===== config.mk =====
export PLATFORM = sky130hd
export DESIGN_NAME = ordered_list_insert
export DESIGN_NICKNAME = d
export VERILOG_FILES = /design/src/sv/oli_pkg.sv /design/src/sv/oli_cell.sv /design/src/sv/ordered_list_insert.sv
export VERILOG_INCLUDE_DIRS = /design/src /design/src/sv
export SDC_FILE = /design/constraint.sdc
export NUM_CORES = 1
export LEC_CHECK = 0
export BUFFER_PORTS_ARGS = -buffer_cell sky130_fd_sc_hd__buf_2
export CAP_MARGIN = 0
export CORE_UTILIZATION = 50
export DETAILED_ROUTE_END_ITERATION = 10
export GPL_ROUTABILITY_DRIVEN = 0
export PLACE_DENSITY = 0.66
export REMOVE_ABC_BUFFERS = 1
export SYNTH_ARGS = -nofsm -noshare
export SYNTH_HDL_FRONTEND = slang
export SYNTH_SLANG_ARGS = --single-unit

===== constraint.sdc =====
create_clock -name i_clk -period 3.8 [get_ports i_clk]
set_input_delay 0.19 -clock i_clk [delete_from_list [all_inputs] [get_ports i_clk]]
set_output_delay 0.19 -clock i_clk [all_outputs]
set_load 0.005 [all_outputs]

===== src/sv/ordered_list_insert_macros.svh =====
// Assertion macros for the ordered list insert block.
// Included by modules that carry concurrent checks; needs no other file.
`ifndef ORDERED_LIST_INSERT_MACROS_SVH
`define ORDERED_LIST_INSERT_MACROS_SVH
`ifndef SYNTHESIS
// Same-cycle implication, disabled while reset is asserted.
`define OLI_ASSERT_NOW(label, clk, rst_n, ante, cons) \
    label: assert property (@(posedge clk) disable iff (!(rst_n)) (ante) |-> (cons)) \
        else $error("ordered list insert check failed");
// Next-cycle implication, disabled while reset is asserted.
`define OLI_ASSERT_NEXT(label, clk, rst_n, ante, cons) \
    label: assert property (@(posedge clk) disable iff (!(rst_n)) (ante) |=> (cons)) \
        else $error("ordered list insert check failed");
`else
`define OLI_ASSERT_NOW(label, clk, rst_n, ante, cons)
`define OLI_ASSERT_NEXT(label, clk, rst_n, ante, cons)
`endif
`endif


===== src/sv/oli_pkg.sv =====
// Shared types and codes for the ordered list insert block.
// Used by oli_cell and ordered_list_insert; depends on nothing.
package oli_pkg;

    localparam int DEF_CAPACITY   = 16;
    localparam int DEF_DATA_WIDTH = 32;

    localparam int CMD_W   = 3;
    localparam int VALUE_W = 32;
    localparam int POS_W   = 6;
    localparam int CMP_W   = POS_W + 1;
    localparam int ST_W    = 2;

    localparam logic [CMD_W-1:0] CMD_INS_FRONT = 3'd0;
    localparam logic [CMD_W-1:0] CMD_INS_BACK  = 3'd1;
    localparam logic [CMD_W-1:0] CMD_INS_POS   = 3'd2;
    localparam logic [CMD_W-1:0] CMD_LIST_FWD  = 3'd3;
    localparam logic [CMD_W-1:0] CMD_LIST_BWD  = 3'd4;

    localparam logic [ST_W-1:0] ST_OK        = 2'd0;
    localparam logic [ST_W-1:0] ST_BAD_INDEX = 2'd1;
    localparam logic [ST_W-1:0] ST_FULL      = 2'd2;
    localparam logic [ST_W-1:0] ST_EMPTY     = 2'd3;

    typedef struct packed {
        logic [CMD_W-1:0]          command;
        logic signed [VALUE_W-1:0] item_value;
        logic [POS_W-1:0]          position;
    } t_in_word;

    typedef struct packed {
        logic [ST_W-1:0]           status;
        logic signed [VALUE_W-1:0] out_value;
        logic                      last_of_run;
    } t_out_word;

    typedef enum logic [1:0] {
        CM_HOLD,
        CM_INSERT,
        CM_ROT_L,
        CM_ROT_R
    } t_cell_mode;

    typedef struct packed {
        t_cell_mode       mode;
        logic [POS_W-1:0] pos;
    } t_cell_ctl;

endpackage


===== src/sv/oli_cell.sv =====
// One storage cell of the ordered list chain.
// Depends on oli_pkg for the cell control struct.
module oli_cell import oli_pkg::*; #(
    parameter int DATA_WIDTH = DEF_DATA_WIDTH,
    parameter int IDX        = 0
) (
    input  logic                  i_clk,
    input  t_cell_ctl             i_ctl,
    input  logic [DATA_WIDTH-1:0] i_load_val,
    input  logic [DATA_WIDTH-1:0] i_left,
    input  logic [DATA_WIDTH-1:0] i_right,
    output logic [DATA_WIDTH-1:0] o_val
);

    localparam logic [POS_W-1:0] MY_IDX = POS_W'(IDX);

    logic [DATA_WIDTH-1:0] r_val;
    logic [DATA_WIDTH-1:0] n_val;

    always_comb begin
        n_val = r_val;
        case (i_ctl.mode)
            CM_INSERT: begin
                // load at the target slot, shift back everything behind it
                if (MY_IDX == i_ctl.pos) begin
                    n_val = i_load_val;
                end else if (MY_IDX > i_ctl.pos) begin
                    n_val = i_left;
                end
            end
            CM_ROT_L: n_val = i_right;
            CM_ROT_R: n_val = i_left;
            default:  n_val = r_val;
        endcase
    end

    always_ff @(posedge i_clk) begin
        r_val <= n_val;
    end

    assign o_val = r_val;

endmodule


===== src/sv/ordered_list_insert.sv =====
// Ordered list insert: top level with command control and a chain of cells.
// Depends on oli_pkg, oli_cell and ordered_list_insert_macros.svh.
// Insert: status word on the strobe the next cycle; a new
//   command may start every cycle while inserts follow each other.
// Listing: busy while the chain turns once; the next command is taken after the
//   turn ends. Forward words leave one a cycle from the start of the turn; backward
//   words leave one a cycle at the end of the turn, once the tail reaches the last cell.
// Reset (synchronous, active low) empties the list; cell contents stay as is.
`include "ordered_list_insert_macros.svh"
module ordered_list_insert import oli_pkg::*; #(
    parameter int CAPACITY   = DEF_CAPACITY,
    parameter int DATA_WIDTH = DEF_DATA_WIDTH
) (
    input  logic      i_clk,
    input  logic      i_rst_n,
    input  logic      start,
    input  t_in_word  i_in,
    output logic      busy,
    output logic      o_strobe,
    output t_out_word o_out
);

    localparam int LEN_W  = $clog2(CAPACITY + 1);
    localparam int STEP_W = $clog2(CAPACITY);
    localparam logic [LEN_W-1:0]  LEN_FULL  = LEN_W'(CAPACITY);
    localparam logic [STEP_W-1:0] STEP_LAST = STEP_W'(CAPACITY - 1);

    typedef enum logic {
        S_IDLE,
        S_LIST
    } t_state;

    t_state              r_state;
    logic [LEN_W-1:0]    r_len;
    logic [STEP_W-1:0]   r_step;
    logic                r_dir;       // 1: back to front
    logic                r_strobe;
    t_out_word           r_out;

    logic                  w_accept;
    logic                  w_is_ins;
    logic                  w_is_list;
    logic                  w_full;
    logic                  w_bad;
    logic [POS_W-1:0]      w_ins_pos;
    logic [VALUE_W-1:0]    w_raw;
    logic [DATA_WIDTH-1:0] w_load_val;
    logic [ST_W-1:0]       w_ins_status;
    logic                  w_emit;
    logic                  w_last;
    logic [LEN_W-1:0]      w_step_ext;
    t_cell_ctl             w_ctl;
    logic [DATA_WIDTH-1:0] w_cell_val [CAPACITY];

    assign busy     = (r_state == S_LIST);
    assign w_accept = start && !busy;

    assign w_is_ins  = (i_in.command == CMD_INS_FRONT) || (i_in.command == CMD_INS_BACK) ||
                       (i_in.command == CMD_INS_POS);
    assign w_is_list = (i_in.command == CMD_LIST_FWD) || (i_in.command == CMD_LIST_BWD);

    // Full takes priority over the index check.
    assign w_full = (r_len == LEN_FULL);
    assign w_bad  = (i_in.command == CMD_INS_POS) && (r_len != '0) &&
                    (i_in.position != '0) &&
                    ({1'b0, i_in.position} > CMP_W'(r_len));

    always_comb begin
        case (i_in.command)
            CMD_INS_BACK: w_ins_pos = POS_W'(r_len);
            CMD_INS_POS:  w_ins_pos = (r_len == '0) ? '0 : i_in.position;
            default:      w_ins_pos = '0;
        endcase
    end

    assign w_ins_status = w_full ? ST_FULL : (w_bad ? ST_BAD_INDEX : ST_OK);

    // Store the item in DATA_WIDTH bits: zero-extend or drop upper bits.
    assign w_raw      = i_in.item_value;
    assign w_load_val = DATA_WIDTH'(w_raw);

    // Cell control: rotate during a listing, shift-insert on an accepted insert.
    always_comb begin
        w_ctl.mode = CM_HOLD;
        w_ctl.pos  = w_ins_pos;
        if (r_state == S_LIST) begin
            w_ctl.mode = r_dir ? CM_ROT_R : CM_ROT_L;
        end else if (w_accept && w_is_ins && !w_full && !w_bad) begin
            w_ctl.mode = CM_INSERT;
        end
    end

    // Forward: emit the head for the first r_len steps, rotating left.
    // Backward: rotate right silently until the tail reaches the last cell,
    // then emit the last cell for the remaining r_len steps.
    assign w_step_ext = LEN_W'(r_step);
    always_comb begin
        if (r_dir) begin
            w_emit = (w_step_ext >= (LEN_FULL - r_len));
            w_last = (r_step == STEP_LAST);
        end else begin
            w_emit = (w_step_ext < r_len);
            w_last = (w_step_ext == (r_len - 1'b1));
        end
    end

    for (genvar g = 0; g < CAPACITY; g++) begin : g_cell
        oli_cell #(
            .DATA_WIDTH (DATA_WIDTH),
            .IDX        (g)
        ) u_cell (
            .i_clk      (i_clk),
            .i_ctl      (w_ctl),
            .i_load_val (w_load_val),
            .i_left     (w_cell_val[(g + CAPACITY - 1) % CAPACITY]),
            .i_right    (w_cell_val[(g + 1) % CAPACITY]),
            .o_val      (w_cell_val[g])
        );
    end

    always_ff @(posedge i_clk) begin
        if (!i_rst_n) begin
            r_state  <= S_IDLE;
            r_len    <= '0;
            r_step   <= '0;
            r_dir    <= 1'b0;
            r_strobe <= 1'b0;
        end else begin
            r_strobe <= 1'b0;
            case (r_state)
                S_IDLE: begin
                    if (w_accept && w_is_ins) begin
                        // one status word per insert
                        r_strobe          <= 1'b1;
                        r_out.status      <= w_ins_status;
                        r_out.out_value   <= '0;
                        r_out.last_of_run <= 1'b1;
                        if (w_ins_status == ST_OK) begin
                            r_len <= r_len + 1'b1;
                        end
                    end else if (w_accept && w_is_list) begin
                        if (r_len == '0) begin
                            r_strobe          <= 1'b1;
                            r_out.status      <= ST_EMPTY;
                            r_out.out_value   <= '0;
                            r_out.last_of_run <= 1'b1;
                        end else begin
                            r_state <= S_LIST;
                            r_step  <= '0;
                            r_dir   <= (i_in.command == CMD_LIST_BWD);
                        end
                    end
                end
                S_LIST: begin
                    r_strobe          <= w_emit;
                    r_out.status      <= ST_OK;
                    r_out.out_value   <= VALUE_W'(r_dir ? w_cell_val[CAPACITY-1]
                                                        : w_cell_val[0]);
                    r_out.last_of_run <= w_last;
                    r_step            <= r_step + 1'b1;
                    // a full turn restores the original order
                    if (r_step == STEP_LAST) begin
                        r_state <= S_IDLE;
                    end
                end
                default: r_state <= S_IDLE;
            endcase
        end
    end

    assign o_strobe = r_strobe;
    assign o_out    = r_out;

    // Length never passes the store size.
    `OLI_ASSERT_NOW(a_len_bound, i_clk, i_rst_n, 1'b1, r_len <= LEN_FULL)
    // Every accepted insert answers with a final status word next cycle.
    `OLI_ASSERT_NEXT(a_ins_reply, i_clk, i_rst_n, w_accept && w_is_ins,
                     o_strobe && o_out.last_of_run && !busy)
    // A listing of a non-empty list holds the block busy.
    `OLI_ASSERT_NEXT(a_list_busy, i_clk, i_rst_n, w_accept && w_is_list && (r_len != '0),
                     busy && (r_step == '0))
    // The final step of a listing releases the block.
    `OLI_ASSERT_NEXT(a_list_done, i_clk, i_rst_n, busy && (r_step == STEP_LAST), !busy)

endmodule

# == Word level (Yosys, flattened, before mapping) ==
# Index checks and enable logic that the tools add are counted.
# totals
ff_bits,559
input_bits,44
elab_cells,212
# op_classes
add_sub_neg,4
n_lt_le_gt_ge,19
n_eq_ne,46
muxes,75
bitwise_logic,3
n_reduce_logical,41
# op_table
cell,count
32-bit one-hot mux with 3 select lines,16
32-bit two-way mux,33
35-bit two-way mux,3
35-bit one-hot mux with 2 select lines,1
4-bit by 6-bit equality test with 1-bit output (first input constant),8
4-bit by 6-bit > comparator with 1-bit output (first input constant),8
3-bit by 1-bit inequality test with 1-bit output (second input constant),16
2-bit AND reduction,16
3-bit by 6-bit equality test with 1-bit output (first input constant),4
3-bit by 6-bit > comparator with 1-bit output (first input constant),4
2-bit by 6-bit equality test with 1-bit output (first input constant),2
1-bit by 6-bit > comparator with 1-bit output (first input constant),2
2-bit by 6-bit > comparator with 1-bit output (first input constant),2
1-bit two-way mux,12
4-bit two-way mux,3
6-bit one-hot mux with 2 select lines,1
3-bit AND reduction,3
1-bit logical AND,8
4-bit one-hot mux with 2 select lines,1
1-bit by 6-bit equality test with 1-bit output (first input constant),1
3-bit by 2-bit equality test with 1-bit output (second input constant),2
6-bit by 5-bit > comparator with 1-bit output,1
6-bit zero test,1
6-bit two-way mux,1
other kinds (27),39

# == Longest topological paths before layout ==
# depth
word_depth,11
ltp_mapped,12
mapped_depth_nobuf,9

# == Cells and area by module ==
# From an unflattened synthesis, not the netlist that was laid out.
# unflattened
cells_unflattened,3332
area_unflattened_um2,36687.7
# by_module_without_submodules
module,n_inst,cells_each,area_each_um2,seq_area_each_um2
ordered_list_insert,1,261,2834.0,1291.2
oli_cell at g_cell[12].u_cell,1,188,2308.5,960.9
oli_cell at g_cell[10].u_cell,1,189,2307.2,960.9
oli_cell at g_cell[15].u_cell,1,187,2240.9,960.9
oli_cell at g_cell[0].u_cell,1,195,2213.4,960.9
oli_cell at g_cell[8].u_cell,1,195,2172.1,960.9
oli_cell at g_cell[4].u_cell,1,194,2154.6,960.9
oli_cell at g_cell[11].u_cell,1,187,2139.6,960.9
oli_cell at g_cell[2].u_cell,1,186,2104.5,960.9
oli_cell at g_cell[3].u_cell,1,186,2098.3,960.9
oli_cell at g_cell[1].u_cell,1,193,2094.5,960.9
oli_cell at g_cell[9].u_cell,1,196,2083.2,960.9
oli_cell at g_cell[13].u_cell,1,197,2082.0,960.9
oli_cell at g_cell[14].u_cell,1,194,1969.4,960.9
+3 rows,--,--,--,--

# == Worst setup path after synthesis ==
# OpenSTA, ideal clock, no wires.
# synth_path
path_type,register to register
start,reg r_len[0]
end,"reg g_cell[8].u_cell.r_val[0], enable pin"
setup_ps,388
t_arrival_ps,3147
required_ps,3412
path_slack_ps,265
path_stages_with_launch,12
n_path_buf,2
path_cell_list,dfxtp_1 -> inv_1 -> ha_1 -> nor3b_1 -> ha_1 -> and4bb_1 -> o2111a_1 -> and3_1 -> buf_2 -> buf_2 -> a21oi_1 -> a21o_1
# synth_via
elab_chain_len,11
elab_cells_between_ends,23
cone_classes,2 x order compare; 6 x eq/ne; 4 x mux; 11 x reduce/logical
# synth_lines
item,line_no,text
from (decl),ordered_list_insert.sv:34,logic [LEN_W-1:0] r_len;
from (signal assigned),ordered_list_insert.sv:139,r_len <= r_len + 1'b1;
"parallel branches: the longest is 10 deep, another holds 6-bit by 5-bit > comparator with 1-bit output",--,
2-bit AND reduction (no source line) (*),--,
to (signal assigned),oli_cell.sv:38,r_val <= n_val;
to (decl),oli_cell.sv:17,logic [DATA_WIDTH-1:0] r_val;
# Mark *: on every way between the ends.
# A chain may end at the register's enable or synchronous reset.

# == Final worst setup path ==
# layout_path
start,reg r_len[0]
end,reg g_cell[6].u_cell.r_val[0] (data pin)
# layout_via
elab_chain_len,10
elab_cells_between_ends,21
cone_classes,1 x order compare; 5 x eq/ne; 6 x mux; 9 x reduce/logical
# layout_lines
item,line_no,text
"parallel branches: the longest is 9 deep, another holds 6-bit by 5-bit > comparator with 1-bit output",--,
32-bit one-hot mux with 3 select lines (*),oli_cell.sv:22,case (i_ctl.mode)
via g_cell[6].u_cell.n_val[0],oli_cell.sv:18,logic [DATA_WIDTH-1:0] n_val;
to (signal assigned),oli_cell.sv:38,
to (decl),oli_cell.sv:17,
# Mark *: on every way through the listed nets, which the timed path passes.

==> impl_metrics.env <==
export IMPL_fin_crit_sh=0.913
export IMPL_setup_tns_ns=0
export IMPL_grt_pass1_wl_um=152000
export IMPL_yosys_warnings=0
export IMPL_max_vdd_ir_drop_uv=278
export IMPL_synthCells=3084
export IMPL_core_mm2=0.0691
export IMPL_finalSetupViolations=0
export IMPL_synth_cell_types=61
export IMPL_drt_pass1_iter_count=6
export IMPL_holdPathStages=3
export IMPL_fin_worst_skew_ns=0.0236
export IMPL_die_w_um=267
export IMPL_min_period_ns=3.47
export IMPL_grt_busiest_layer="met2"
export IMPL_worstReg2RegStart="r_len[0]"
export IMPL_grt_util_met3=0.0396
export IMPL_timing_hold_ws_ns=0.00503
export IMPL_regToRegSetupSlack_ns=0.33
export IMPL_fillers=5672
export IMPL_dp_hpwl_um=58900
export IMPL_dpl_cell_count=3852
export IMPL_min_from="i_in[8]"
export IMPL_instances_no_fill=3990
export IMPL_syn_area_per_cell_um2=11.4
export IMPL_clock_latency_ns=0.61
export IMPL_relSlewSlack=0.359
export IMPL_netlist_top_cells_area="edfxtp_1, mux2_2, o211ai_1"
export IMPL_synth_edff_count=547
export IMPL_grt_max_degree=166
export IMPL_synth_area_mm2=0.0352
export IMPL_placed_area_mm2=0.0368
export IMPL_final_layout_size_suffix_gt1_frac=0.187
export IMPL_cpPeakStageDelay_ns=0.40
export IMPL_cts_clk_slew_worst_paths_ns=0.06
export IMPL_grt_pass1_vias=26000
export IMPL_slowest_stage="nor3b_1"
export IMPL_critical_path_max_fanout=44
export IMPL_met1_usage=0.382
export IMPL_post_route_drc_count=0
export IMPL_clockRootBuffer="clkbuf_16"
export IMPL_clock_path_buffers=3
export IMPL_ys_seq_elements=559
export IMPL_setup_slack_ns=0.331
export IMPL_r2r_worst_path_cells=10
export IMPL_grt_util_all_layers=0.273
export IMPL_worst_setup_path_start_kind="flip-flop"
export IMPL_rsz0062_at_grt="false"
export IMPL_final_cell_mix="edfxtp_1, o211ai_1, nor3b_1, mux2_2, a221o_1"
export IMPL_postSynth_asyncResetShare=0
export IMPL_vias=26700
export IMPL_area_growth_pct=11.2
export IMPL_ant_nets=0
export IMPL_crit_type="flip-flop to flip-flop"
export IMPL_holdPathEnd="g_cell[15].u_cell.o_val[2]"
export IMPL_antenna_cells=0
export IMPL_synth_main_ff_cell="edfxtp_1"
export IMPL_max_freq_mhz=288
export IMPL_slew_viol_final=0
export IMPL_power_density_mw_per_mm2=387
export IMPL_design_die_area_mm2=0.0714
export IMPL_worstPathRequired_ns=4.15
export IMPL_numPortBuffers=80
export IMPL_tightestPinTransition_ns=0.961
export IMPL_grt_ovfl_total=0
export IMPL_cts_buffers_inserted=66
export IMPL_hold_violations=0
export IMPL_clock_sinks=559
export IMPL_fin_util=0.566
export IMPL_rows=96
export IMPL_cp_arrival_ns=3.82
export IMPL_netlist_area_leader_share=0.467
export IMPL_reg2reg_to="g_cell[6].u_cell.o_val[0]"
export IMPL_crit_chain="inv_1, ha_1, nor3b_1, ha_1, and4bb_2, a211oi_1, and3_2, buf_12, nor3b_1, a221o_1"
export IMPL_total_power_mw=15.1
export IMPL_hold_class="input port to flip-flop"
export IMPL_cts_tree="done"
export IMPL_grtUsageMet2=0.438
export IMPL_wirelength_um=98500
export IMPL_pre_cts_slack_ns=0.276
export IMPL_status="complete, no violations"
export IMPL_finalNetCount=3079
export IMPL_p_leak_nw=12.7
export IMPL_routed_via_density=6.69
export IMPL_yosysSeqAreaShare=0.474
export IMPL_htree_levels=3
export IMPL_antenna_found_initial=1
export IMPL_drtIter0Drc=2817
export IMPL_maxCapViolCount=0
export IMPL_wl_per_cell_um=24.7
export IMPL_die_height_um=267
export IMPL_post_route_cell_area_mm2=0.0391
export IMPL_start_util=0.509
export IMPL_cp_end_kind="flip-flop"
export IMPL_pin_count=81
export IMPL_mostFrequentLayoutCell="edfxtp_1"
export IMPL_yosys_area_top_type="edfxtp_1"
## layout make-up
class	instances	area (um2)	share of cell area
clock inverters	27	178	0.00454
well taps	931	1160	0.0298
multi-input cells	2094	16800	0.430
inverters	74	278	0.00710
flip-flops and latches	559	16700	0.426
repair buffers	223	2210	0.0565
clock buffers	82	1800	0.0459
## state kept, by name, indices dropped and copies added, names as in the netlist
| signal | count |
|---|---|
| r_len | 5 |
| g_cell.u_cell.o_val | 512 |
| o_out | 35 |
| r_dir | 1 |
| o_strobe | 1 |
| busy | 1 |
| r_step | 4 |
## how the worst max path moves through the flow
| stage | from | end | slack (ns) | depth (start not counted) |
|---|---|---|---|---|
| after global routing | r_len[0] | g_cell[1].u_cell.o_val[25] | 0.08 | 10 |
| after floorplan | busy | g_cell[0].u_cell.o_val[0] | -17.60 | 4 |
| after global placement | r_len[0] | g_cell[4].u_cell.o_val[24] | 0.37 | 10 |
| after detailed placement | r_len[0] | g_cell[4].u_cell.o_val[1] | 0.28 | 10 |
| final | r_len[0] | g_cell[6].u_cell.o_val[0] | 0.33 | 10 |
| after CTS | r_len[0] | g_cell[4].u_cell.o_val[15] | 0.26 | 10 |
## layer usage
layer  vias up  wire (um)
li1      12100          -
met2       950      46400
met3       138       6300
met1     13500      43600
met5         -         13
met4         2       2130
## synth_stat cells (13+ instances only)
master / number
o31a_1: 30
clkbuf_1: 248
a221o_1: 255
a21o_1: 13
ha_1: 17
inv_1: 74
o21ai_1: 20
buf_1: 47
o211ai_1: 366
buf_2: 47
nand4_1: 13
mux2i_1: 105
nor3b_1: 258
nand2_1: 117
mux2_2: 255
o21ai_0: 80
buf_4: 13
nand2b_1: 187
nor2b_1: 36
edfxtp_1: 547
a21boi_0: 67
nand3b_1: 183
## power breakdown
part           total [mW]  switching (mW)  leakage, nW  internal, mW
Combinational        1.62           0.888         6.59         0.727
Sequential           7.46           0.242         5.19          7.22
Clock                6.04            2.58        0.971          3.46
Total                15.1            3.71         12.7          11.4
## what timing repair did
item | CTS | global route
setup endpoints to repair | 0 | 13
setup buffers | 0 | 0
resized for setup | 0 | 1
hold buffers | 29 | 0
endpoints found under the hold margin | 35 | 0
## cell families after synthesis
family / count (synthesis) / synth area share
AOI/OAI and AO/OA: 865 / 0.197
xor gates and xnor gates: 8 / 0.00199
adders and majority gates: 17 / 0.00605
buffers and inverters: 431 / 0.0495
DFF: 559 / 0.474
muxes: 360 / 0.112
and+or+nand+nor: 844 / 0.160
## critical path, delay by kind of cell, from the launching register on
kind | cells | cell delay, ns
AOI/OAI and AO/OA | 2 | 0.68
adders and majority gates | 2 | 0.57
buffers and inverters | 2 | 0.40
DFF | 1 | 0.38
and+or+nand+nor | 4 | 1.19
No activity file was read; power rests on OpenSTA's default activity.
